<file path="src/sv/lom_pkg.sv">
// lom_pkg: types and constants shared by the order matcher modules
// no dependencies
package lom_pkg;

  localparam logic [1:0] OP_ADD     = 2'd0;
  localparam logic [1:0] OP_CANCEL  = 2'd1;
  localparam logic [1:0] OP_REPLACE = 2'd2;

  localparam logic [2:0] ST_NEW      = 3'd0;
  localparam logic [2:0] ST_PARTIAL  = 3'd1;
  localparam logic [2:0] ST_FULL     = 3'd2;
  localparam logic [2:0] ST_CANCELED = 3'd3;
  localparam logic [2:0] ST_REJECTED = 3'd4;

  typedef struct packed {
    logic [1:0]  opcode;
    logic        side;
    logic [31:0] order_id;
    logic [31:0] limit_price;
    logic [31:0] quantity;
  } order_t;

  typedef struct packed {
    logic [31:0] event_order_id;
    logic        event_side;
    logic [2:0]  event_status;
    logic [31:0] event_price;
    logic [31:0] trade_price;
    logic [31:0] filled_qty;
    logic [31:0] remaining_qty;
    logic        last_event;
  } event_t;

  // front classification travels with the order
  typedef struct packed {
    logic   bad_op;
    order_t ord;
  } cmd_t;

  typedef struct packed {
    logic [31:0] id;
    logic [31:0] price;
    logic [31:0] qty;
  } entry_t;

endpackage

</file>
<file path="src/sv/lom_front.sv">
// lom_front: accepts orders, flags unknown opcodes, two-entry queue to the engine
// depends on lom_pkg
module lom_front (
  input  logic               clk,
  input  logic               rst,
  input  logic               in_valid,
  output logic               in_ready,
  input  lom_pkg::order_t    in_data,
  output logic               q_valid,
  input  logic               q_ready,
  output lom_pkg::cmd_t      q_data
);
  lom_pkg::cmd_t slot [2];
  logic          wr_ptr, rd_ptr;
  logic [1:0]    count;
  logic          push, pop;

  assign in_ready = (count != 2'd2);
  assign push     = in_valid && in_ready;
  assign pop      = q_valid && q_ready;
  assign q_valid  = (count != 2'd0);
  assign q_data   = slot[rd_ptr];

  always_ff @(posedge clk) begin
    if (rst) begin
      wr_ptr <= 1'b0;
      rd_ptr <= 1'b0;
      count  <= 2'd0;
    end else begin
      if (push) wr_ptr <= ~wr_ptr;
      if (pop) rd_ptr <= ~rd_ptr;
      count <= count + {1'b0, push} - {1'b0, pop};
    end
  end

  always_ff @(posedge clk) begin
    if (push) begin
      slot[wr_ptr].ord    <= in_data;
      slot[wr_ptr].bad_op <= (in_data.opcode != lom_pkg::OP_ADD) &&
                             (in_data.opcode != lom_pkg::OP_CANCEL) &&
                             (in_data.opcode != lom_pkg::OP_REPLACE);
    end
  end
endmodule

</file>
<file path="config.mk">
export PLATFORM = sky130hd
export DESIGN_NAME = lom_front
export DESIGN_NICKNAME = d
export VERILOG_FILES = /design/src/sv/lom_pkg.sv /design/src/sv/lom_front.sv
export SDC_FILE = /design/constraint.sdc
export NUM_CORES = 1
export LEC_CHECK = 0
export BUFFER_PORTS_ARGS = -buffer_cell sky130_fd_sc_hd__buf_2
export CAP_MARGIN = 15
export CORE_MARGIN = 2
export CORE_UTILIZATION = 49
export CTS_CLUSTER_DIAMETER = 200
export DETAILED_ROUTE_END_ITERATION = 16
export GPL_TIMING_DRIVEN = 0
export PLACE_DENSITY = 0.8
export RECOVER_POWER = 100
export SLEW_MARGIN = 20
export SYNTH_ARGS = -nofsm -noshare
export SYNTH_HDL_FRONTEND = slang
export SYNTH_SLANG_ARGS = --single-unit
export TNS_END_PERCENT = 10
</file>
<file path="constraint.sdc">
create_clock -name clk -period 10.5 [get_ports clk]
set_input_delay 0.525 -clock clk [delete_from_list [all_inputs] [get_ports clk]]
set_output_delay 0.525 -clock clk [all_outputs]
set_load 0.02 [all_outputs]
</file>
---- Yosys cells after proc, flatten, opt, wreduce, memory -nomap -nowiden ----
Memory sizes are Yosys's and may differ from the RTL's. A register that Yosys moved wholly into a read port is not among the register bits.
Index checks and enable logic that the tools add are counted.
word-level totals
  register bits ........................... 4
  latch bits .............................. 0
  bits in writable memories ............... 200
  memory bits (read-only) ................. 0
  input bits .............................. 103
  memories kept ........................... 1
memory list
  name  words  bits a word  rd ports  clocked after memory_dff  wr ports  RTL line         source
  slot  2      100          1         1                         1         lom_front.sv:13  lom_pkg::cmd_t slot [2];
operators by class
  $add $sub $neg .......................... 2
  multiply operators ...................... 0
  divide/modulo/power cells ............... 0
  order comparisons ....................... 0
  equality and inequality tests ........... 3
  shift-type cells ........................ 0
  muxes and demuxes ....................... 4
  bitwise gates (word level) .............. 2
  reduce and logical (&&, ||, !) cells .... 6
operators by type and width
  cell                  count
  $logic_and A1 B1 Y1   4
  $mux W1               4
  $ne A2 B2 Y1 const B  2
  $reduce_bool A2 Y1    2
  $add A2 B1 Y2         1
  $ne A2 B1 Y1 const B  1
  $not A1 Y1            2
  $sub A2 B1 Y2         1

---- Longest topological paths before layout ----
  depth in word-level cells ............... 4
  depth in mapped cells ................... 6

---- Least setup slack after synthesis ----
No wires, ideal clock.
  path kind ............................... flip-flop to flip-flop
  start point ............................. register count[0]
  end point ............................... memory slot[1][0] (netlist bit) (enable)
  setup time .............................. 0.471 ns
  arrival time ............................ 3.091 ns
  data required time ...................... 10.029 ns
  setup slack ............................. 6.938 ns
  stages on the path, launching flop included .. 3
  buffers on the path ..................... 0
  clock period less this slack ............ 3.562 ns
  cells stage by stage .................... dfxtp_1 > nand2b_1 > and3_1
on the way
  longest elaborated chain between the ends .. 4
ends and longest elaborated chain
  element                        RTL line         source
  from (decl)                    lom_front.sv:15  logic [1:0] count;
  from (signal assigned)         lom_front.sv:32  count <= count + {1'b0, push} - {1'b0, pop};
  $ne A2 B2 Y1                   lom_front.sv:18  assign in_ready = (count != 2'd2);
  net in_ready                   lom_front.sv:7   output logic in_ready,
  $logic_and A1 B1 Y1            lom_front.sv:19  assign push = in_valid && in_ready;
  $mux W1                        lom_front.sv:37  if (push) begin
  $mux W1 (implied by the code)  lom_front.sv:38  slot[wr_ptr].ord <= in_data;
  to (decl)                      lom_front.sv:13
The timed path passes the listed nets, and every way through them passes these cells.

---- Final worst setup path ----
  start point ............................. register count[0]
  end point ............................... memory slot[1][98] (netlist bit) (enable)
on the way
  longest elaborated chain between the ends .. 4
ends and longest elaborated chain
  element                        RTL line
  $ne A2 B2 Y1                   lom_front.sv:18
  $logic_and A1 B1 Y1            lom_front.sv:19
  $mux W1                        lom_front.sv:37
  $mux W1 (implied by the code)  lom_front.sv:38
No other way between the ends.

==> impl_metrics.tcl <==
set metrics [dict create \
    status "finished with violations" \
    failed_checks "max-capacitance violations, max-slew violations" \
    ys_types 25 \
    critPathCaptureType "flop" \
    tightest_slew_ns 2.92 \
    finalWorstPathRequiredPeriod_ns 5.04 \
    synth_edf_count 200 \
    drive_gt1_share_pct 15.9 \
    wl_per_cell_um 17.8 \
    cellLeakagePower_nw 3.09 \
    hpwlAfterDp_um 8860 \
    cts_setup_buffers 0 \
    power_density_nw_per_um2 232 \
    rsz0062_at_grt "false" \
    hp-class "input pin to flop" \
    routed_wl_um 13600 \
    io_buffers 204 \
    cp.arrival_ns 5.07 \
    yosysTopAreaCellShare_pct 79.8 \
    syn_to_final_growth_pct 21.4 \
    drcViolationCount 0 \
    critical_path_required_ns 10.53 \
    fin_ws_ns 5.46 \
    yosysSeqAreaShare_pct 81.1 \
    synth_area_um2 7520 \
    critPathLaunchType "flop" \
    fmax_mhz 198 \
    die_width_um 128 \
    nets 674 \
    path_class "flop to flop" \
    clockRootBuffer "clkbuf_16" \
    cts-buffers-inserted 21 \
    grt_overflow 0 \
    clk_latency_ns 0.48 \
    path_clk_slew_ns 0.06 \
    yosysMostFrequentCell "edfxtp_1" \
    hold_buffers 0 \
    fp-row-count 45 \
    synthFlopType "edfxtp_1" \
    coreArea_um2 15100 \
    vias 3891 \
    clock_sinks 205 \
    drtIter0Drc 155 \
    die-area_um2 16400 \
    ys_warn_count 0 \
    finalHoldViolCount 0 \
    grt_start_max_net_pins 52 \
    antenna_found_initial 0 \
    peakVddDrop_mv 0.167 \
    grt_pass1_wl_um 20800 \
    grt_pass1_vias 4204 \
    dieHeight_um 128 \
    drv_cap 4 \
    drtAntennaViolNets 0 \
    setup_tns_ns 0 \
    synth_area_leaders "edfxtp_1 80%, mux2_1 15%, buf_6 1.5%" \
    synthCells 341 \
    place_ws_ns 8.36 \
    cts_resized 0 \
    initial_core_util_pct 49.9 \
    via_per_inst 5.07 \
    yosysTopAreaCell "edfxtp_1" \
    cts_tree "yes" \
    synth_nets 445 \
    clockBufferDepth 3 \
    cp_max_fo 51 \
    htreeDepth 1 \
    maxSlewViolCount 206 \
    io_pins 205 \
    gp_congestion 0.672 \
    grtUsageTotal_pct 16.3 \
    diodes 0 \
    drtPass1Iterations 4 \
    synth_async_sr_flop_share_pct 0 \
    power_w 0.00212 \
    maxSlewHeadroom_pct -94.6 \
    fin_worst_skew_ns 0.0127 \
    ys_ff_latch 205 \
    synth_commonest_cells "200 x edfxtp_1, 100 x mux2_1, 10 x buf_6" \
    fin_crit_sh_pct 48.0 \
    syn_area_per_cell_um2 22.1 \
    setup_viol 0 \
]
[flip-flops by register name, summed over array words and instances, names as in the netlist, named ones only]
name    cells
slot      200
rd_ptr      1
count       2
wr_ptr      1
[final cells by class]
| cell class | instances | area, um2 |
|---|---|---|
| inverters | 1 | 5.00 |
| clock inverters | 7 | 63.8 |
| well taps | 188 | 235 |
| fillers | 1178 | 5950 |
| flip-flops and latches | 205 | 6110 |
| repair buffers | 206 | 850 |
| multi-input cells | 124 | 1290 |
| clock buffers | 25 | 541 |
| plain buffers | 11 | 41.3 |
[layer usage]
metal / wire length [um] / track usage [%]
met1: 5360 / 18.8
met2: 6780 / 28.8
met3: 1150 / 5.34
met4: 344 / 4.98
met5: 0 / 0
[cells in the final DEF, fill, tap and decap left out, drive strengths merged, types with 2 or more instances in the layout]
cell / count
clkinv: 4
dfxtp: 5
edfxtp: 200
clkinvlp: 3
o21ai: 2
nor2: 4
clkbuf: 181
and3: 2
nor2b: 2
buf: 61
mux2: 100
[logic make-up after synthesis]
logic type,synth area share [%]
adders and majority gates,0.166
muxes,15.0
and+or+nand+nor,1.38
xor gates and xnor gates,0.116
DFF,81.1
AOI/OAI and AO/OA,0.582
buffers and inverters,1.65
[metrics by stage]
step / hold slack, ns / std cells / util [%] / area, um2
2_1_floorplan: 0.472 / 341 / - / 7520
3_3_place_gp: 0.483 / 733 / 58.2 / 8780
3_5_place_dp: 0.493 / 735 / 58.6 / 8850
4_1_cts: 0.210 / 767 / 62.6 / 9450
5_1_grt: 0.211 / 767 / 60.5 / 9140
6_report: 0.229 / 767 / 60.5 / 9140
[worst max-delay path, cell delays in order (launching register included)]
cell and delay (ns):
dfxtp_1 0.43, nand2b_1 0.22, and3_1 1.75, clkbuf_1 2.12
[path summary, 6_finish.rpt]
| path | from | end | slack (ns) | cells past startpoint |
|---|---|---|---|---|
| worst min register to register | rd_ptr | rd_ptr | 0.51 | 2 |
| worst min-delay path | in_data[45] | slot[0][45] | 0.23 | 1 |
| worst max-delay path | count[0] | slot[1][98] | 5.46 | 3 |
| worst max register to register | count[0] | slot[1][98] | 5.46 | 3 |
[where the power goes]
group	switching, W	internal [W]
Combinational	0.000298	0.000136
Sequential	0.0000194	0.00100
Clock	0.000279	0.000388
Power figures use the tool's default switching activity.
